--- src/hdl/psg_shadow_register_flusher_top_assert.svh ---
// ----------------------------------------------------------------------------
// Assertion macros for the shadow register flusher
// Shared property forms for same-cycle and next-cycle implications.
// ----------------------------------------------------------------------------
`ifndef PSG_SHADOW_REGISTER_FLUSHER_TOP_ASSERT_SVH
`define PSG_SHADOW_REGISTER_FLUSHER_TOP_ASSERT_SVH

// The consequent must hold in the same cycle as the antecedent.
`define PSF_ASSERT_NOW(label, clk, rst, ante, cons) \
   label: assert property (@(posedge clk) disable iff (rst) (ante) |-> (cons)) \
      else $error("psf: same-cycle property failed");

// The consequent must hold in the cycle after the antecedent.
`define PSF_ASSERT_NEXT(label, clk, rst, ante, cons) \
   label: assert property (@(posedge clk) disable iff (rst) (ante) |=> (cons)) \
      else $error("psf: next-cycle property failed");

`endif

--- src/hdl/psf_pkg.sv ---
// ----------------------------------------------------------------------------
// Shadow register flusher package
// Types, constants and the register layout decode shared by all modules.
// ----------------------------------------------------------------------------
`default_nettype none

package psf_pkg;

   localparam int NUM_REGS = 11;
   localparam int IDX_W    = 4;
   localparam int VAL_W    = 6;
   localparam int BYTE_W   = 8;
   localparam int Q_DEPTH  = 2;
   localparam int Q_PTR_W  = (Q_DEPTH > 1) ? $clog2(Q_DEPTH) : 1;
   localparam int Q_CNT_W  = $clog2(Q_DEPTH + 1);

   localparam logic [BYTE_W-1:0] LATCH_BASE  = 8'h80;
   localparam logic [BYTE_W-1:0] VOLUME_FLAG = 8'h10;
   localparam logic [BYTE_W-1:0] NOISE_CTRL  = 8'hE0;
   localparam logic [BYTE_W-1:0] NOISE_VOL   = 8'hF0;
   localparam logic [BYTE_W-1:0] MASK_LOW3   = 8'h07;
   localparam logic [BYTE_W-1:0] MASK_LOW4   = 8'h0F;
   localparam logic [BYTE_W-1:0] MASK_LOW6   = 8'h3F;

   typedef enum logic [0:0] {
      OP_WRITE = 1'b0,
      OP_FLUSH = 1'b1
   } op_type;

   typedef enum logic [2:0] {
      KIND_LOW,
      KIND_HIGH,
      KIND_VOL,
      KIND_NCTL,
      KIND_NVOL
   } kind_type;

   typedef enum logic [1:0] {
      ST_IDLE,
      ST_EMIT,
      ST_DATA
   } state_type;

   typedef struct packed {
      op_type           op;
      logic [IDX_W-1:0] index;
      logic [VAL_W-1:0] value;
   } cmd_type;

   typedef struct packed {
      logic full;
      logic empty;
   } q_stat_type;

   typedef struct packed {
      kind_type   kind;
      logic [1:0] voice;
   } reg_info_type;

   // Register layout: three registers per tone voice, then the noise pair.
   function automatic reg_info_type reg_info(input logic [IDX_W-1:0] idx);
      reg_info_type info;
      info = '{kind: KIND_NVOL, voice: 2'd0};
      case (idx)
         4'd0:    info = '{kind: KIND_LOW,  voice: 2'd0};
         4'd1:    info = '{kind: KIND_HIGH, voice: 2'd0};
         4'd2:    info = '{kind: KIND_VOL,  voice: 2'd0};
         4'd3:    info = '{kind: KIND_LOW,  voice: 2'd1};
         4'd4:    info = '{kind: KIND_HIGH, voice: 2'd1};
         4'd5:    info = '{kind: KIND_VOL,  voice: 2'd1};
         4'd6:    info = '{kind: KIND_LOW,  voice: 2'd2};
         4'd7:    info = '{kind: KIND_HIGH, voice: 2'd2};
         4'd8:    info = '{kind: KIND_VOL,  voice: 2'd2};
         4'd9:    info = '{kind: KIND_NCTL, voice: 2'd0};
         default: info = '{kind: KIND_NVOL, voice: 2'd0};
      endcase
      return info;
   endfunction

endpackage

`default_nettype wire

--- src/hdl/psf_front.sv ---
// ----------------------------------------------------------------------------
// Shadow register flusher front end
// Accepts items, drops writes to nonexistent registers, stages commands.
// ----------------------------------------------------------------------------
`default_nettype none

module psf_front
   import psf_pkg::*;
(
   input  wire logic             clock,
   input  wire logic             reset,
   input  wire logic             start,
   output logic                  busy,
   input  wire logic             req_func,
   input  wire logic [IDX_W-1:0] req_reg_index,
   input  wire logic [VAL_W-1:0] req_reg_value,
   input  wire q_stat_type       q_stat,
   output logic                  push,
   output cmd_type               push_cmd
);

   logic    stage_valid_ff, stage_valid_in;
   cmd_type stage_cmd_ff, stage_cmd_in;
   logic    accept;
   logic    keep;

   always_comb begin
      busy     = stage_valid_ff & q_stat.full;
      push     = stage_valid_ff & ~q_stat.full;
      push_cmd = stage_cmd_ff;
      accept   = start & ~busy;
      // A write to a register that does not exist changes nothing.
      keep     = accept & ((req_func == OP_FLUSH) ||
                           (req_reg_index < IDX_W'(NUM_REGS)));
      stage_valid_in = keep | (stage_valid_ff & q_stat.full);
      stage_cmd_in   = stage_cmd_ff;
      if (keep) begin
         stage_cmd_in.op    = op_type'(req_func);
         stage_cmd_in.index = req_reg_index;
         stage_cmd_in.value = req_reg_value;
      end
   end

   always_ff @(posedge clock) begin
      if (reset) begin
         stage_valid_ff <= 1'b0;
      end else begin
         stage_valid_ff <= stage_valid_in;
      end
      stage_cmd_ff <= stage_cmd_in;
   end

endmodule

`default_nettype wire

--- src/hdl/psf_queue.sv ---
// ----------------------------------------------------------------------------
// Shadow register flusher command queue
// Short first-in first-out buffer between the front end and the back end.
// ----------------------------------------------------------------------------
`default_nettype none

module psf_queue
   import psf_pkg::*;
(
   input  wire logic    clock,
   input  wire logic    reset,
   input  wire logic    push,
   input  wire cmd_type push_cmd,
   input  wire logic    pop,
   output cmd_type      head_cmd,
   output q_stat_type   q_stat
);

   cmd_type              slot_ff [Q_DEPTH];
   cmd_type              slot_in [Q_DEPTH];
   logic [Q_PTR_W-1:0]   wr_ptr_ff, wr_ptr_in;
   logic [Q_PTR_W-1:0]   rd_ptr_ff, rd_ptr_in;
   logic [Q_CNT_W-1:0]   count_ff, count_in;
   logic                 do_push;
   logic                 do_pop;

   always_comb begin
      q_stat.full  = (count_ff == Q_CNT_W'(Q_DEPTH));
      q_stat.empty = (count_ff == '0);
      head_cmd     = slot_ff[rd_ptr_ff];
      do_push      = push & ~q_stat.full;
      do_pop       = pop & ~q_stat.empty;
      slot_in      = slot_ff;
      wr_ptr_in    = wr_ptr_ff;
      rd_ptr_in    = rd_ptr_ff;
      if (do_push) begin
         slot_in[wr_ptr_ff] = push_cmd;
         wr_ptr_in = (wr_ptr_ff == Q_PTR_W'(Q_DEPTH - 1)) ? '0 : wr_ptr_ff + 1'b1;
      end
      if (do_pop) begin
         rd_ptr_in = (rd_ptr_ff == Q_PTR_W'(Q_DEPTH - 1)) ? '0 : rd_ptr_ff + 1'b1;
      end
      count_in = count_ff;
      if (do_push && !do_pop) begin
         count_in = count_ff + 1'b1;
      end else if (do_pop && !do_push) begin
         count_in = count_ff - 1'b1;
      end
   end

   always_ff @(posedge clock) begin
      if (reset) begin
         wr_ptr_ff <= '0;
         rd_ptr_ff <= '0;
         count_ff  <= '0;
      end else begin
         wr_ptr_ff <= wr_ptr_in;
         rd_ptr_ff <= rd_ptr_in;
         count_ff  <= count_in;
      end
      slot_ff <= slot_in;
   end

endmodule

`default_nettype wire

--- src/hdl/psf_back.sv ---
// ----------------------------------------------------------------------------
// Shadow register flusher back end
// Holds the shadow registers and dirty bits and emits flush byte streams.
// ----------------------------------------------------------------------------
`default_nettype none

`include "psg_shadow_register_flusher_top_assert.svh"

module psf_back
   import psf_pkg::*;
(
   input  wire logic              clock,
   input  wire logic              reset,
   input  wire q_stat_type        q_stat,
   input  wire cmd_type           head_cmd,
   output logic                   pop,
   output logic                   rsp_strobe,
   output logic [BYTE_W-1:0]      rsp_chip_byte,
   output logic                   rsp_last_byte
);

   state_type           state_ff, state_in;
   logic [VAL_W-1:0]    shadow_ff [NUM_REGS];
   logic [VAL_W-1:0]    shadow_in [NUM_REGS];
   logic [NUM_REGS-1:0] dirty_ff, dirty_in;
   logic [NUM_REGS-1:0] pending_ff, pending_in;
   logic                strobe_ff, strobe_in;
   logic [BYTE_W-1:0]   byte_ff, byte_in;
   logic                last_ff, last_in;

   logic [NUM_REGS-1:0] lowest;
   logic [NUM_REGS-1:0] rest;
   logic [IDX_W-1:0]    cur_idx;
   logic [IDX_W-1:0]    rd_addr;
   logic [VAL_W-1:0]    rd_value;
   logic [BYTE_W-1:0]   val_byte;
   logic [BYTE_W-1:0]   voice_bits;
   reg_info_type        info;

   // Lowest pending register, and what remains once it is done.
   always_comb begin
      lowest  = pending_ff & (~pending_ff + 1'b1);
      rest    = pending_ff & ~lowest;
      cur_idx = '0;
      for (int i = NUM_REGS - 1; i >= 0; i--) begin
         if (pending_ff[i]) begin
            cur_idx = IDX_W'(i);
         end
      end
      info = reg_info(cur_idx);
      // The latch of a period high register carries the low register's value.
      if (state_ff == ST_EMIT && info.kind == KIND_HIGH) begin
         rd_addr = cur_idx - 1'b1;
      end else begin
         rd_addr = cur_idx;
      end
      rd_value   = shadow_ff[rd_addr];
      val_byte   = {{(BYTE_W - VAL_W){1'b0}}, rd_value};
      voice_bits = {3'b000, info.voice, 3'b000} << 2;
   end

   always_comb begin
      state_in   = state_ff;
      shadow_in  = shadow_ff;
      dirty_in   = dirty_ff;
      pending_in = pending_ff;
      strobe_in  = 1'b0;
      byte_in    = byte_ff;
      last_in    = 1'b0;
      pop        = 1'b0;
      case (state_ff)
         ST_IDLE: begin
            if (!q_stat.empty) begin
               pop = 1'b1;
               if (head_cmd.op == OP_FLUSH) begin
                  pending_in = dirty_ff;
                  dirty_in   = '0;
                  state_in   = ST_EMIT;
               end else begin
                  shadow_in[head_cmd.index] = head_cmd.value;
                  dirty_in[head_cmd.index]  = 1'b1;
               end
            end
         end
         ST_EMIT: begin
            if (pending_ff == '0) begin
               state_in = ST_IDLE;
            end else begin
               strobe_in = 1'b1;
               case (info.kind)
                  KIND_LOW:  byte_in = LATCH_BASE | voice_bits | (val_byte & MASK_LOW4);
                  KIND_HIGH: byte_in = LATCH_BASE | voice_bits | (val_byte & MASK_LOW4);
                  KIND_VOL:  byte_in = LATCH_BASE | voice_bits | VOLUME_FLAG |
                                       (val_byte & MASK_LOW4);
                  KIND_NCTL: byte_in = NOISE_CTRL | (val_byte & MASK_LOW3);
                  default:   byte_in = NOISE_VOL | (val_byte & MASK_LOW4);
               endcase
               if (info.kind == KIND_HIGH) begin
                  state_in = ST_DATA;
               end else begin
                  pending_in = rest;
                  last_in    = (rest == '0);
               end
            end
         end
         ST_DATA: begin
            strobe_in  = 1'b1;
            byte_in    = val_byte & MASK_LOW6;
            pending_in = rest;
            last_in    = (rest == '0);
            state_in   = ST_EMIT;
         end
         default: begin
            state_in = ST_IDLE;
         end
      endcase
   end

   always_ff @(posedge clock) begin
      if (reset) begin
         state_ff   <= ST_IDLE;
         dirty_ff   <= '0;
         pending_ff <= '0;
         strobe_ff  <= 1'b0;
         last_ff    <= 1'b0;
         for (int i = 0; i < NUM_REGS; i++) begin
            shadow_ff[i] <= '0;
         end
      end else begin
         state_ff   <= state_in;
         dirty_ff   <= dirty_in;
         pending_ff <= pending_in;
         strobe_ff  <= strobe_in;
         last_ff    <= last_in;
         shadow_ff  <= shadow_in;
      end
      byte_ff <= byte_in;
   end

   assign rsp_strobe    = strobe_ff;
   assign rsp_chip_byte = byte_ff;
   assign rsp_last_byte = last_ff;

   `PSF_ASSERT_NEXT(a_quiet_after_last, clock, reset, strobe_ff && last_ff, !strobe_ff)
   `PSF_ASSERT_NOW(a_data_follows_latch, clock, reset, state_ff == ST_DATA, strobe_ff)
   `PSF_ASSERT_NOW(a_no_dirty_in_flush, clock, reset, state_ff != ST_IDLE, dirty_ff == '0)

endmodule

`default_nettype wire

--- src/hdl/psg_shadow_register_flusher_top.sv ---
// ----------------------------------------------------------------------------
// Shadow register flusher, top level
// Shadow copy of a four-voice sound chip's registers with dirty tracking.
// ----------------------------------------------------------------------------
// Usage. An item is taken at a rising clock edge with start high and busy
// low. A write item (req_func = 0) stores req_reg_value into shadow register
// req_reg_index and marks it dirty; indexes eleven and up are dropped. A
// flush item (req_func = 1) walks the dirty registers in ascending order,
// clears all dirty bits and sends the chip bytes on rsp_chip_byte, one per
// cycle, each marked by a single-cycle rsp_strobe. rsp_last_byte is high on
// the final byte of a flush. A flush with nothing dirty sends no bytes.
// Flow. The front end stages an item in a register and the back end pulls it
// from a two-entry queue; each chip byte leaves through an output register.
// The back end takes one item at a time and finishes a flush's stream, at most
// fourteen bytes long, before it pulls the next item. Items keep being taken
// until the queue and the staging register are both full; busy then holds the
// sender off.
// Reset clears every shadow register, every dirty bit and the queue. There
// is no output backpressure: bytes must be taken as they appear.
// ----------------------------------------------------------------------------
`default_nettype none

module psg_shadow_register_flusher_top
   import psf_pkg::*;
(
   input  wire logic              clock,
   input  wire logic              reset,
   input  wire logic              start,
   output logic                   busy,
   input  wire logic              req_func,
   input  wire logic [IDX_W-1:0]  req_reg_index,
   input  wire logic [VAL_W-1:0]  req_reg_value,
   output logic                   rsp_strobe,
   output logic [BYTE_W-1:0]      rsp_chip_byte,
   output logic                   rsp_last_byte
);

   q_stat_type q_stat;
   logic       push;
   cmd_type    push_cmd;
   logic       pop;
   cmd_type    head_cmd;

   // Front end: accepts items and filters out writes to missing registers.
   psf_front u_front (
      .clock         (clock),
      .reset         (reset),
      .start         (start),
      .busy          (busy),
      .req_func      (req_func),
      .req_reg_index (req_reg_index),
      .req_reg_value (req_reg_value),
      .q_stat        (q_stat),
      .push          (push),
      .push_cmd      (push_cmd)
   );

   // Queue: lets the front end keep taking items while a flush is running.
   psf_queue u_queue (
      .clock    (clock),
      .reset    (reset),
      .push     (push),
      .push_cmd (push_cmd),
      .pop      (pop),
      .head_cmd (head_cmd),
      .q_stat   (q_stat)
   );

   // Back end: applies writes and turns flushes into chip byte streams.
   psf_back u_back (
      .clock         (clock),
      .reset         (reset),
      .q_stat        (q_stat),
      .head_cmd      (head_cmd),
      .pop           (pop),
      .rsp_strobe    (rsp_strobe),
      .rsp_chip_byte (rsp_chip_byte),
      .rsp_last_byte (rsp_last_byte)
   );

endmodule

`default_nettype wire

--- config.mk ---
export PLATFORM = sky130hd
export DESIGN_NAME = psg_shadow_register_flusher_top
export DESIGN_NICKNAME = d
export VERILOG_FILES = /design/src/hdl/psf_pkg.sv /design/src/hdl/psf_front.sv /design/src/hdl/psf_queue.sv /design/src/hdl/psf_back.sv /design/src/hdl/psg_shadow_register_flusher_top.sv
export VERILOG_INCLUDE_DIRS = /design/src /design/src/hdl
export SDC_FILE = /design/constraint.sdc
export NUM_CORES = 1
export LEC_CHECK = 0
export ABC_AREA = 1
export BUFFER_PORTS_ARGS = -buffer_cell sky130_fd_sc_hd__clkbuf_2
export CAP_MARGIN = 20
export CORE_UTILIZATION = 62
export DETAILED_ROUTE_END_ITERATION = 10
export HOLD_SLACK_MARGIN = 0.1
export PLACE_DENSITY = 0.8
export SYNTH_ARGS = -nofsm -noshare
export SYNTH_HDL_FRONTEND = slang
export SYNTH_SLANG_ARGS = --single-unit
export TNS_END_PERCENT = 20
--- constraint.sdc ---
create_clock -name clock -period 6.48 [get_ports clock]
set_input_delay 0.324 -clock clock [delete_from_list [all_inputs] [get_ports clock]]
set_output_delay 0.324 -clock clock [all_outputs]
set_load 0.01 [all_outputs]
# After elaboration in Yosys (flattened, before gate mapping)
# Memories as Yosys holds them, arrays and structs flattened.
# Index checks and enable logic that the tools add are counted.
[totals]
wordCells = 153
mem_bits_ro = 80
n_memories = 1
input_bits = 14
register_bits = 138
out_inout_bits = 11
[classes]
addsub = 6
bitwise_logic = 22
n_eq_ne = 11
n_mux = 51
order_cmp = 9
reduce_logical = 23
[mem_list]
columns = ["name", "depth", "width", "read_ports", "rd_clocked_by_memory_dff", "wr", "line", "text"]
rows = [
  ["(no name shown)", 16, 5, 1, 0, 0, "psf_pkg.sv:64", "case (idx)"],
]
[op_table]
columns = ["operator", "count"]
rows = [
  ["11-bit 2-to-1 mux", 9],
  ["66-bit bitwise mux", 1],
  ["4-bit 2-to-1 mux", 12],
  ["11-bit case mux with 3 select lines", 1],
  ["6-bit binary-select mux with 4-bit select", 1],
  ["6-bit demux with 4-bit select", 1],
  ["8-bit case mux with 3 select lines", 1],
  ["11-bit AND", 2],
  ["22-bit bitwise mux", 1],
  ["11-bit logical NOT", 2],
  ["11-bit NOT", 2],
  ["6-bit 2-to-1 mux", 3],
  ["8-bit by 4-bit bitwise OR with 8-bit output", 2],
  ["8-bit case mux with 2 select lines", 1],
  ["2-bit 2-to-1 mux", 6],
  ["11-bit by 1-bit adder with 11-bit output, second input constant", 1],
  ["11-bit demux with 1-bit select", 1],
  ["11-bit bitwise OR", 1],
  ["5-bit >= comparator, second input constant", 2],
  ["4-bit NOT with 5-bit output", 2],
  ["1-bit 2-to-1 mux", 8],
  ["8-bit 2-to-1 mux", 1],
  ["2-bit inequality test, second input constant", 4],
  ["1-bit AND", 6],
  ["32 further kinds", 51],
]

# Depth between registers and ports, before layout
# Gate-level depths: netlist of run 1.
# An unclocked memory read counts as a cell.
[logic_depth]
word_depth = 23
mapped_depth = 24
depth_no_buf = 24

# Hierarchy
# A second synthesis of run 1 with hierarchy kept.
[hier_totals]
hier_cells = 777
area_unflattened_um2 = 6227.2
[modules_own_cells]
columns = ["module", "area_per_inst_um2", "n_inst", "seq_area_each_um2", "cells_per_inst"]
rows = [
  ["psf_back", 4798.4, 1, 2082.0, 659],
  ["psf_queue", 1019.7, 1, 740.7, 92],
  ["psf_front", 409.1, 1, 350.3, 26],
]

# Worst setup path after synthesis of run 1
# No wires, ideal clock.
[synth_path]
path_type = "reg-to-reg"
start = "register u_back.pending_ff[8]"
end = "register u_back.byte_ff[0] (netlist: u_back.rsp_chip_byte[0]) (data pin)"
setup_slack_ns = 3.643
arrival_time_ns = 2.584
n_path_buf = 1
period_less_slack_ns = 2.837
required_ns = 6.227
path_stages_with_launch = 23
setup_time_ns = 0.253
path_cell_list = "dfxtp_1 inv_1 nand2_1 nand2_1 nand2_1 nand2_1 nand2_1 nand2_1 nand2_1 nand2_1 nand2_1 ha_1 inv_1 nand2_2 nand2_4 nand4_4 nand2_4 nand2_4 buf_2 o211ai_1 nand3_1 nand3_1 nand2_1"
[synth_between]
elab_chain_len = 21
word_cells_on_any_way = 27
cone_classes = "1 x add/sub; 3 x eq/ne; 16 x mux; 3 x bitwise; 3 x reduce/logical; 1 x memory"
[synth_lines]
columns = ["element", "line", "text"]
rows = [
  ["start: declaration", "psf_back.sv:26", "logic [NUM_REGS-1:0] pending_ff, pending_in;"],
  ["start signal: assignment", "psf_back.sv:132", "pending_ff <= pending_in;"],
  ["4-bit 2-to-1 mux (*) (9 in series)", "psf_back.sv:46", "if (pending_ff[i]) begin"],
  ["memory 16 x 5 bit", "-", ""],
  ["3-bit by 1-bit == test with 1-bit output", "psf_back.sv:52, psf_back.sv:90", ""],
  ["1-bit logical AND", "psf_back.sv:52", "if (state_ff == ST_EMIT && info.kind == KIND_HIGH) begin"],
  ["4-bit 2-to-1 mux", "psf_back.sv:52", ""],
  ["4-bit NOT with 5-bit output (implied by the code)", "psf_back.sv:57", "rd_value = shadow_ff[rd_addr];"],
  ["6-bit binary-select mux with 4-bit select", "psf_back.sv:57", ""],
  ["6-bit 2-to-1 mux (implied by the code) (2 in series)", "psf_back.sv:57", ""],
  ["8-bit by 4-bit bitwise OR with 8-bit output, on equally long branches", "psf_back.sv:93, psf_back.sv:91, psf_back.sv:92", ""],
  ["8-bit case mux with 3 select lines", "psf_back.sv:90", "case (info.kind)"],
  ["8-bit 2-to-1 mux", "psf_back.sv:86", "if (pending_ff == '0) begin"],
  ["8-bit case mux with 2 select lines (*)", "psf_back.sv:71", "case (state_ff)"],
  ["named net u_back.byte_in[0]", "psf_back.sv:28", "logic [BYTE_W-1:0] byte_ff, byte_in;"],
  ["end signal: assignment", "psf_back.sv:137", "byte_ff <= byte_in;"],
  ["end: declaration", "psf_back.sv:28", ""],
]
# Mark *: on every way through the listed nets, which the timed path passes. The rest lies on a longest branch. The select of a mux whose other input is x is not followed.
# A chain may end at the register's enable or synchronous reset.

# Final worst setup path of run 1
[layout_path]
start = "register u_back.pending_ff[8]"
end = "register u_back.byte_ff[3] (netlist: u_back.rsp_chip_byte[3]) (data pin)"
# Same word-level chain as after synthesis.

==> summary.md, run 1 <==
| Metric | Value |
|---|---|
| Max Cap Violations | `0` |
| Post-Synth Simple-Gate Area | `0.219` |
| Status | `completed` |
| Clock Tree Root | `clkbuf_8` |
| Drt first pass iters | `5` |
| Nature of the critical path endpoint | `register` |
| Setup TNS | `0 ns` |
| Seq cells post-synth | `~140` |
| Slew @ Worst Pin | `0.997 ns` |
| CTS H-Tree Depth | `4` |
| Req. time, crit path | `roughly 6.8 ns` |
| Fmax | `roughly 290 MHz` |
| Synth cell types | `42` |
| Number of global-route vias before repair | `5177` |
| Compound-Gate Fraction of Synth Area | `0.179` |
| Largest net degree at the start of global routing | `64` |
| Remaining antenna violation count | `0` |
| Share of cells above drive strength 1 | `0.120` |
| Hold_ws | `0.344 ns` |
| Diode count | `0` |
| Post-Syn Area | `between 6000 and 7000 um2` |
| Largest family of logic cells by synthesized area | `simple AND/OR/NAND/NOR gates` |
| Clock Skew | `between 0.009 and 0.01 ns` |
| Count of input and output buffers | `24` |
| Remaining global-route overflow | `0` |
| Area contributors post-synth | `dfxtp_1 (31%), edfxtp_1 (19%), nand2_1 (8.7%), a21oi_1 (8.3%), o21ai_0 (5.9%)` |
| Slowest cell delay on critical path | `between 0.5 and 0.6 ns` |
| CTS tree | `done` |
| Share of the synthesized area in the top cell type | `0.305` |
| Sink Count | `138` |
| Chip Width | `103 um` |
| Worst Reg-to-Reg Cells | `21` |
| Count of final max-slew check failures | `0` |
| Worst path slowest cell | `o21ai_2` |
| Period minus WS final | `3.45 ns` |
| CTS max path bufs | `2` |
| Largest fanout on the critical path | `14` |
| Reg-to-Reg Start | `u_back.pending_ff[8]` |
| Vias per inst | `5.82` |
| PwrDens | `approximately 600 nW/um2` |
| Peak supply drop | `around 0.31 mV` |
| Worst skew pair latency | `roughly 0.53 ns` |
| Mapped Cells | `775` |
| Initial antenna violation count | `0` |
| TritonCTS buffer count | `17` |
| Synth area leader | `dfxtp_1` |
| RSZ-0062 raised after global routing | `no` |
| DIE AREA | `10700 um2` |
| Synth Area per Inst | `about 8.2 um2` |
| DRT iter0 DRCs | `approximately 480` |
| Crit path launch | `u_back.pending_ff[8]` |
| Critical Path AT | `3.74 ns` |
| DP Wirelength | `10000 um` |
| GRT Total Usage | `0.307` |
| Final Hold Viols | `0` |
| Post-Synth Adder-Cell Area | `0.0118` |
| Routed length per instance | `16.5 um` |
| Synthesized net count | `795` |
| Hold-fix buffer count after cts | `11` |
| Reg2reg setup slack | `3.03 ns` |
| Final WL | `15500 um` |
| Io pins | `25` |
| Cells along the critical path | `inv_1, nand2_1, nand2_1, nand2_1, nand2_1, nand2_1, nand2_1, nand2_1, nand2_1, nand2_1, ha_1, inv_1, nand2_2, nand2_4, nand4_4, o21ai_2, o21ai_0, a21oi_1, nor2_1, nor2_1, nor2_1` |
| CTS clk-pin slew, worst paths | `about 0.07 ns` |
| Initial core utilization | `0.644` |
| Crit path capture | `u_back.rsp_chip_byte[3]` |
| Count of final setup violators | `0` |
| Sequential element share of the synthesized area | `0.499` |
| Synthesis-to-layout area growth | `12.0%` |
| Crit path launch type | `register` |
| Post-cts sizing count | `0` |
| Yosys warns | `0` |
| Final worst path period share | `0.532` |
| Final nets | `between 800 and 900` |
| Post-synthesis xor/xnor area fraction | `0.00571` |
| Die Y | `103 um` |
| Setup Crit Path Kind | `reg2reg` |
| Via count | `5468` |
| Slew margin rel. | `0.333` |
| Path category of the worst min-delay check | `in2reg` |
| Mux cell area share after synthesis | `0.00157` |
| Post-CTS Setup Inserts | `0` |
| Num rows | `36` |
| DRC violations left | `0` |
| R2r endpoint | `u_back.rsp_chip_byte[3]` |
| First-pass GRT wire length | `24500 um` |
| Cell mode on critical path | `nand2_1` |
| Core Region | `9860 um2` |
| Static Leak | `0.00274 uW` |
| Final GP Congestion | `0.883` |
-- area by class of cell --
cell class                      instances  area [um2]
Clock buffer                           17         414
Clock inverter                         15         115
Fill cell                             715        2740
Inverter                               94         353
Multi-Input combinational cell        506        2660
Sequential cell                       138        3170
Tap cell                              133         166
Timing Repair Buffer                   37         245
-- where the power goes --
group          internal, uW  leakage (uW)  switching, uW  total [uW]
registers              1050       0.00116           88.5        1140
logic                   695       0.00131           1640        2330
clock network           478      0.000260            406         884
-- per-stage QoR --
step | util | instances | cell area [um2] | power [uW] | setup WS (ns)
after floorplan | - | 775 | 6360 | 3010 | 3.64
after global placement | 0.657 | 897 | 6480 | 3320 | 3.30
after detailed placement | 0.657 | 897 | 6480 | 3400 | 3.13
after CTS | 0.722 | 940 | 7120 | 4310 | 3.07
after global routing | 0.722 | 940 | 7120 | 4660 | 2.65
final | 0.722 | 940 | 7120 | 4350 | 3.03
-- cells by family after synthesis --
kind of cell             count (synthesis)
multiplexers                             1
AND/OR/NAND/NOR                        288
adder cells (fa/ha/maj)                  6
XOR/XNOR                                 2
flip-flops                             138
buffers and inverters                  131
AO/OA/AOI/OAI                          209
-- placed cells by master (no fill, tap or decap), types with 5 or more instances in the layout --
| cell | n |
|---|---|
| a21oi_1 | 105 |
| clkbuf_16 | 16 |
| clkbuf_2 | 24 |
| dfxtp_1 | 97 |
| dlygate4sd3_1 | 11 |
| edfxtp_1 | 41 |
| ha_1 | 6 |
| inv_1 | 89 |
| inv_6 | 7 |
| nand2_1 | 147 |
| nand2_2 | 6 |
| nand2_4 | 5 |
| nand3_1 | 61 |
| nand4_1 | 5 |
| nor2_1 | 34 |
| nor2_4 | 5 |
| nor3_1 | 8 |
| o211ai_1 | 17 |
| o21ai_0 | 75 |
-- routing by layer --
| layer | GRT usage | share of wire | vias up |
|---|---|---|---|
| met3 | 0.0665 | 0.075 | 39 |
| met5 | 0 | 0 | - |
| met4 | 0.157 | 0.027 | 0 |
| met2 | 0.503 | 0.48 | 247 |
| li1 | - | - | 2643 |
| met1 | 0.383 | 0.42 | 2539 |
-- flip-flops by register name, summed over array words and instances (netlist names) --
name                    count
u_back.dirty_ff            11
u_back.pending_ff          11
u_back.rsp_last_byte        1
u_queue.wr_ptr_ff           1
u_back.rsp_strobe           1
u_queue.slot_ff            22
u_front.stage_valid_ff      1
u_queue.rd_ptr_ff           1
u_back.state_ff             2
u_back.shadow_ff           66
u_back.rsp_chip_byte        8
u_front.push_cmd           11
u_queue.count_ff            2
-- how the worst min path moves through the flow --
stage / from / endpoint / slack, ns / cells after the start
detailed placement: u_front.push_cmd[6] / u_queue.slot_ff[6] / 0.43 / 0
global placement: u_front.push_cmd[0] / u_queue.slot_ff[0] / 0.43 / 0
floorplan: reset / u_back.pending_ff[0] / 0.40 / 1
CTS: start / u_front.push_cmd[10] / 0.33 / 3
finish: start / u_front.push_cmd[3] / 0.34 / 3
global route: start / u_front.push_cmd[5] / 0.35 / 3
-- cells in the mapped netlist, drive strengths merged --
master	n
nand2	158
a21oi	105
dfxtp	97
inv	93
o21ai	77
nand3	63
nor2	43
edfxtp	41
clkbuf	29
o211ai	18
nor3	10
buf	8
nand4	8
ha	6
a31oi	4
or2	4
a211oi	2
nor3b	2
xor2	2
a2111oi	1
a21boi	1
clkinv	1
mux2i	1
o31ai	1
-- critical path, delay by kind of cell, from the launching register on --
kind            cells  cell delay [ns]
simple gates       15             1.42
compound gates      3             0.87
flops               1             0.37
fa+ha+maj           1             0.30
buf+inv             2             0.22
Note: power is estimated with default switching activity, not from simulation.
==> run 2, diff against run 1 <==
--- a/config.mk
+++ b/config.mk
@@ -9,10 +9,10 @@
 export ABC_AREA = 1
 export BUFFER_PORTS_ARGS = -buffer_cell sky130_fd_sc_hd__clkbuf_2
 export CAP_MARGIN = 20
-export CORE_UTILIZATION = 62
+export CORE_UTILIZATION = 56
 export DETAILED_ROUTE_END_ITERATION = 10
 export HOLD_SLACK_MARGIN = 0.1
-export PLACE_DENSITY = 0.8
+export PLACE_DENSITY = 0.76
 export SYNTH_ARGS = -nofsm -noshare
 export SYNTH_HDL_FRONTEND = slang
 export SYNTH_SLANG_ARGS = --single-unit
==> constraint.sdc (replaced) <==
create_clock -name clock -period 3 [get_ports clock]
set_input_delay 0.15 -clock clock [delete_from_list [all_inputs] [get_ports clock]]
set_output_delay 0.15 -clock clock [all_outputs]
set_load 0.01 [all_outputs]
==> summary.md, run 2 (synthesis gave the netlist of run 1 again) <==
| Metric | Value |
|---|---|
| Most frequent cells in the layout | `nand2_1 (143), a21oi_1 (105), dfxtp_1 (94)` |
| Critical Path AT | `3.07 ns (-0.67 ns)` |
| Reg2reg setup slack | `0.11 ns (-2.92 ns)` |
| Initial antenna violation count | `0 (unchanged)` |
| Max Cap Violations | `0 (unchanged)` |
| Crit path launch type | `register` |
| Remaining global-route overflow | `0 (unchanged)` |
| Clock Tree Root | `clkbuf_16` |
| Chip Width | `109 um (+5.1%)` |
| CP Buf/Inv Count | `4 (+2)` |
| Final WL | `15200 um (-1.9%)` |
| Count of final max-slew check failures | `0 (unchanged)` |
| CTS H-Tree Depth | `4 (unchanged)` |
| CTS max path bufs | `2 (unchanged)` |
| Num rows | `38 (+5.6%)` |
| Remaining antenna violation count | `0 (unchanged)` |
| R2r endpoint | `u_back.rsp_chip_byte[0]` |
| Largest net degree at the start of global routing | `65 (+1.6%)` |
| CTS tree | `done` |
| Nature of the critical path endpoint | `register` |
| Hold Crit Start | `start` |
| Setup TNS | `0 ns (unchanged)` |
| Count of input and output buffers | `24 (unchanged)` |
| Die Y | `109 um (+5.1%)` |
| Period minus WS final | `2.89 ns (-0.555 ns)` |
| Synthesis-to-layout area growth | `17.1%` |
| TritonCTS buffer count | `17 (unchanged)` |
| Cell mode on critical path | `nand2_1` |
| WHS Endpoint | `u_front.push_cmd[4]` |
| DRT iter0 DRCs | `580 (+22%)` |
| Reg-to-Reg Start | `u_back.pending_ff[8]` |
| Worst path slowest cell | `dfxtp_2` |
| Fmax | `346 MHz (+19%)` |
| Clock Skew | `0.00862 ns (-0.000985 ns)` |
| Routed length per instance | `15.6 um (-5.4%)` |
| GRT Total Usage | `0.268 (-0.0387)` |
| Slew margin rel. | `0.406 (+0.0730)` |
| Worst Reg-to-Reg Cells | `19 (-9.5%)` |
| DP Wirelength | `10300 um (+2.2%)` |
| Final nets | `841 (+3.3%)` |
| Commonest non-fill, non-tap cell in the layout | `nand2_1` |
| Vias per inst | `5.59 (-3.9%)` |
| Share of cells above drive strength 1 | `0.161 (+0.0405)` |
| Initial core utilization | `0.581 (-0.0631)` |
| Hold_ws | `0.284 ns (-0.0600 ns)` |
| Diode count | `0 (unchanged)` |
| Max reg flops | `66 (unchanged)` |
| Number of global-route vias before repair | `4935 (-4.7%)` |
| Cells along the critical path | `nor2_2, nand2_1, nand2_1, nand2_2, nand2_1, nand2_1, buf_4, nor2_1, nor2_1, nand3_2, nand4_4, buf_6, o21ai_4, buf_12, nor2_1, inv_1, o21ai_0, nand2_1, nand2_1` |
| Most flops, register | `u_back.shadow_ff` |
| Regs by FF count | `u_back.shadow_ff: 66 flops, u_queue.slot_ff: 22 flops` |
| Final worst path period share | `0.965 (+0.432)` |
| Sink Count | `138 (unchanged)` |
| DRC violations left | `0 (unchanged)` |
| DIE AREA | `11800 um2 (+10%)` |
| Final setup margin | `0.106 ns (-2.92 ns)` |
| Largest fanout on the critical path | `8 (-6)` |
| Final GP Congestion | `0.935 (+5.9%)` |
| Final Hold Viols | `0 (unchanged)` |
| Drt first pass iters | `8 (+3)` |
| Post-Layout Cell Count | `974 (+3.6%)` |
| Status | `completed` |
| Setup Crit Path Kind | `reg2reg` |
| Slowest cell delay on critical path | `0.34 ns (-0.18 ns)` |
| Crit path depth | `19 (-9.5%)` |
| Path category of the worst min-delay check | `in2reg` |
| Io pins | `25 (unchanged)` |
| Core Region | `10900 um2 (+11%)` |
| Place WS | `-0.0316 ns (-3.16 ns)` |
| Worst Hold Depth | `3 (unchanged)` |
| CTS clk-pin slew, worst paths | `0.06 ns (about the same)` |
| Worst skew pair latency | `0.43 ns (-0.10 ns)` |
| Count of final setup violators | `0 (unchanged)` |
| Req. time, crit path | `3.18 ns (-3.59 ns)` |
| Dpl cells | `921 (+2.7%)` |
| First-pass GRT wire length | `23900 um (-2.5%)` |
| Via count | `5443 (-0.46%)` |
| Slew @ Worst Pin | `0.888 ns (-0.109 ns)` |
| Worst path top cell family by delay | `simple AND/OR/NAND/NOR gates` |
## run 2: changes by cell type in the layout (fill, tap and decap cells not counted), sizes merged
cell      before  now
clkinv         6    5
clkinvlp       2    1
buf            2   27
clkbuf        41   43
inv          101  102
nand2        158  159
## run 2: worst reg2reg max path, delay by kind of cell (launching register included)
kind / cells / cell delay, ns
buffers and inverters: 4 / 0.65
AO/OA/AOI/OAI: 2 / 0.31
AND/OR/NAND/NOR: 13 / 1.35
flip-flops: 1 / 0.34
## run 2: stage by stage
stage          utilization  area (um2)
2_1_floorplan            -        6360
3_3_place_gp         0.605        6620
3_5_place_dp         0.605        6620
4_1_cts              0.667        7300
5_1_grt              0.681        7450
6_report             0.681        7450
## run 2: worst max-delay path by stage
stage / slack [ns] / endpoint / start
floorplan: 0.16 / u_back.rsp_chip_byte[0] / u_back.pending_ff[8]
CTS: 0.04 / u_back.rsp_chip_byte[3] / u_back.pending_ff[8]
global placement: 0.11 / u_back.rsp_chip_byte[0] / u_back.pending_ff[8]
global route: -0.03 / u_back.rsp_chip_byte[3] / u_back.pending_ff[8]
detailed placement: -0.03 / u_back.rsp_chip_byte[2] / u_back.pending_ff[8]
finish: 0.11 / u_back.rsp_chip_byte[0] / u_back.pending_ff[8]
## run 2: metal layers
layer / GRT usage / share of wire
met5: 0 / 0
met1: 0.344 / 0.43
met3: 0.0766 / 0.071
met4: 0.0840 / 0.015
met2: 0.435 / 0.48
## run 2: final cells by class
cell class | instances | area [um2]
inverters | 94 | 353
well taps | 140 | 175
clock buffers | 18 | 429
multi-input cells | 507 | 2710
clock inverters | 14 | 129
repair buffers | 63 | 474
flip-flops and latches | 138 | 3180
fillers | 867 | 3490
## run 2: what timing repair did
| action | 4_1_cts | 5_1_grt |
|---|---|---|
| pin swaps | 0 | 7 |
| gates resized for setup | 1 | 12 |
| setup buffers | 0 | 8 |
| endpoints found under the hold margin | 11 | 0 |
| endpoints found under the setup margin | 5 | 6 |
| cloned | 0 | 2 |
| hold buffers | 11 | 0 |
Power of run 2 is not shown: default switching activity piles up to over one toggle a cycle in this logic, so the estimate is an artifact.
==> run 3, diff against run 2 <==
--- a/config.mk
+++ b/config.mk
@@ -9,10 +9,12 @@
 export ABC_AREA = 1
 export BUFFER_PORTS_ARGS = -buffer_cell sky130_fd_sc_hd__clkbuf_2
 export CAP_MARGIN = 20
-export CORE_UTILIZATION = 56
+export CELL_PAD_IN_SITES_DETAIL_PLACEMENT = 0
+export CELL_PAD_IN_SITES_GLOBAL_PLACEMENT = 2
+export CORE_UTILIZATION = 38
 export DETAILED_ROUTE_END_ITERATION = 10
 export HOLD_SLACK_MARGIN = 0.1
-export PLACE_DENSITY = 0.76
+export PLACE_DENSITY = 0.8
 export SYNTH_ARGS = -nofsm -noshare
 export SYNTH_HDL_FRONTEND = slang
 export SYNTH_SLANG_ARGS = --single-unit
==> constraint.sdc (replaced) <==
create_clock -name clock -period 2.9 [get_ports clock]
set_input_delay 0.145 -clock clock [delete_from_list [all_inputs] [get_ports clock]]
set_output_delay 0.145 -clock clock [all_outputs]
set_load 0.01 [all_outputs]
==> summary.md, run 3 (synthesis gave the netlist of run 1 again) <==
| Metric | Value |
|---|---|
| Max Cap Violations | `0 (unchanged)` |
| Sink Count | `138 (unchanged)` |
| DRC violations left | `0 (unchanged)` |
| Static Leak | `0.00292 uW` |
| First-pass GRT wire length | `26600 um (+11%)` |
| Hold Crit Start | `start` |
| R2r endpoint | `u_back.rsp_chip_byte[3]` |
| DRT iter0 DRCs | `403 (-31%)` |
| Diode count | `0 (unchanged)` |
| Final Hold Viols | `0 (unchanged)` |
| Die Y | `131 um (+21%)` |
| Final worst path period share | `0.996 (+0.0313)` |
| Critical Path AT | `3.18 ns (+0.11 ns)` |
| Remaining global-route overflow | `0 (unchanged)` |
| Io pins | `25 (unchanged)` |
| GRT Total Usage | `0.201 (-0.0671)` |
| Slew margin rel. | `0.383 (-0.0226)` |
| Routed length per instance | `15.7 um (+0.42%)` |
| Max reg flops | `66 (unchanged)` |
| Count of final setup violators | `0 (unchanged)` |
| Largest net degree at the start of global routing | `65 (unchanged)` |
| Largest fanout on the critical path | `11 (+3)` |
| Count of final max-slew check failures | `0 (unchanged)` |
| Initial antenna violation count | `0 (unchanged)` |
| Commonest non-fill, non-tap cell in the layout | `nand2_1` |
| WHS Endpoint | `u_front.push_cmd[2]` |
| Period minus WS final | `2.89 ns (-0.00562 ns)` |
| Reg2reg setup slack | `0.01 ns (-0.09 ns)` |
| Req. time, crit path | `3.19 ns (about the same)` |
| CTS clk-pin slew, worst paths | `0.07 ns (about the same)` |
| Core Region | `16100 um2 (+47%)` |
| Worst Reg-to-Reg Cells | `24 (+5)` |
| Num rows | `46 (+21%)` |
| Place WS | `-0.0356 ns (-0.00406 ns)` |
| CTS tree | `done` |
| Regs by FF count | `u_back.shadow_ff: 66 flops, u_queue.slot_ff: 22 flops` |
| Count of input and output buffers | `24 (unchanged)` |
| Dpl cells | `1006 (+9.2%)` |
| Nature of the critical path endpoint | `register` |
| Final setup margin | `0.0113 ns (-0.0944 ns)` |
| TritonCTS buffer count | `17 (unchanged)` |
| Worst skew pair latency | `0.43 ns (about the same)` |
| Most frequent cells in the layout | `nand2_1 (147), a21oi_1 (105), dfxtp_1 (97)` |
| Number of global-route vias before repair | `4997 (+1.3%)` |
| Peak supply drop | `~0.6 mV` |
| Status | `completed` |
| Via count | `5296 (-2.7%)` |
| Reg area | `3170 um2 (-0.12%)` |
| PwrDens | `around 1400 nW/um2` |
| DP Wirelength | `11800 um (+15%)` |
| Final WL | `16500 um (+8.5%)` |
| Setup Crit Path Kind | `reg2reg` |
| CTS max path bufs | `2 (unchanged)` |
| Path category of the worst min-delay check | `in2reg` |
| Hold_ws | `0.265 ns (-0.0188 ns)` |
| Worst Hold Depth | `3 (unchanged)` |
| Initial core utilization | `0.394 (-0.187)` |
| Cell area after layout | `7550 um2 (+1.3%)` |
| Clock Tree Root | `clkbuf_16` |
| Reg-to-Reg Start | `u_back.pending_ff[8]` |
| Vias per inst | `5.03 (-9.9%)` |
| Drt first pass iters | `5 (-3)` |
| Remaining antenna violation count | `0 (unchanged)` |
| Final GP Congestion | `0.781 (-16%)` |
| Most flops, register | `u_back.shadow_ff` |
| Post-Layout Cell Count | `1052 (+8.0%)` |
| Synthesis-to-layout area growth | `18.7%` |
| RSZ-0062 raised after global routing | `yes` |
| Fmax | `346 MHz (+0.19%)` |
| Chip Width | `131 um (+21%)` |
| Crit path launch type | `register` |
| Post-DP Area | `6800 um2 (+2.6%)` |
| Slew @ Worst Pin | `0.921 ns (+0.0338 ns)` |
| Share of cells above drive strength 1 | `0.153 (-0.00756)` |
| DIE AREA | `17300 um2 (+46%)` |
| Area of the multi-input gates | `2670 um2 (-1.6%)` |
| Final nets | `843 (+0.24%)` |
| FILL cells | `1546 (+78%)` |
| CTS H-Tree Depth | `4 (unchanged)` |
| Clock Skew | `0.0131 ns (+0.00445 ns)` |
[run 3: changes by cell type in the layout (fill, tap and decap cells not counted), sizes merged]
cell      previous run  this run
inv                102       103
clkbuf              43        41
clkinv               5         6
clkinvlp             1         0
buf                 27        31
nand2              159       158
[run 3: area by class of cell]
type,count,area share
Timing Repair Buffer,66,0.0630
Clock buffer,17,0.0564
Tap cell,216,0.0358
Multi-Input combinational cell,506,0.354
Inverter,94,0.0468
Sequential cell,138,0.420
Clock inverter,15,0.0240
[run 3: worst max-delay path by stage]
stage / startpoint / end / slack [ns] / cells after the start
global route: u_back.pending_ff[8] / u_back.rsp_chip_byte[3] / -0.25 / 24
CTS: u_back.pending_ff[8] / u_back.rsp_chip_byte[0] / 0.01 / 23
detailed placement: u_back.pending_ff[8] / u_back.rsp_chip_byte[5] / -0.04 / 22
floorplan: u_back.pending_ff[8] / u_back.rsp_chip_byte[0] / 0.06 / 22
finish: u_back.pending_ff[8] / u_back.rsp_chip_byte[3] / 0.01 / 24
global placement: u_back.pending_ff[8] / u_back.rsp_chip_byte[1] / 0.08 / 22
[run 3: metal layers]
layer | track usage | part of all wire
met5 | 0 | 0
met4 | 0.0672 | 0.010
met3 | 0.0386 | 0.040
met1 | 0.269 | 0.47
met2 | 0.324 | 0.48
[run 3: metrics by stage]
step           setup TNS [ns]   util  power (uW)
6_report                    0  0.468       10500
5_1_grt                 -1.21  0.468       11400
4_1_cts                     0  0.467       10600
3_5_place_dp          -0.0632  0.422        8330
3_3_place_gp                0  0.422        8250
2_1_floorplan               0      -        6730
[run 3: timing repair]
| item | 4_1_cts | 5_1_grt |
|---|---|---|
| endpoints found under the setup margin | 5 | 20 |
| pin swaps | 1 | 2 |
| setup buffers | 0 | 3 |
| hold buffers | 11 | 0 |
| hold endpoints to repair | 11 | 0 |
| resized for setup | 1 | 2 |
[run 3: where the power goes]
part           total, uW  switching, uW  internal, uW
logic               5810           3750          2060
registers           2520            174          2340
clock network       2190           1020          1170
total              10500           4940          5580
[run 3: worst max-delay path, stage by stage, from the launching register on]
cell,delay (ns)
dfxtp_1,0.33
inv_1,0.09
nand2_1,0.05
nand2_1,0.05
nand2_1,0.05
nand2_1,0.05
nand2_1,0.05
nand2_1,0.06
nand2_1,0.07
nand2_1,0.08
nand2_1,0.08
ha_1,0.30
inv_1,0.09
nand2_2,0.08
nand2_4,0.12
nand4_4,0.14
buf_12,0.19
o21ai_4,0.29
buf_4,0.20
nand3_1,0.08
nand2_1,0.06
nand2_1,0.04
nand2_1,0.06
nand2_1,0.05
nor2_1,0.09
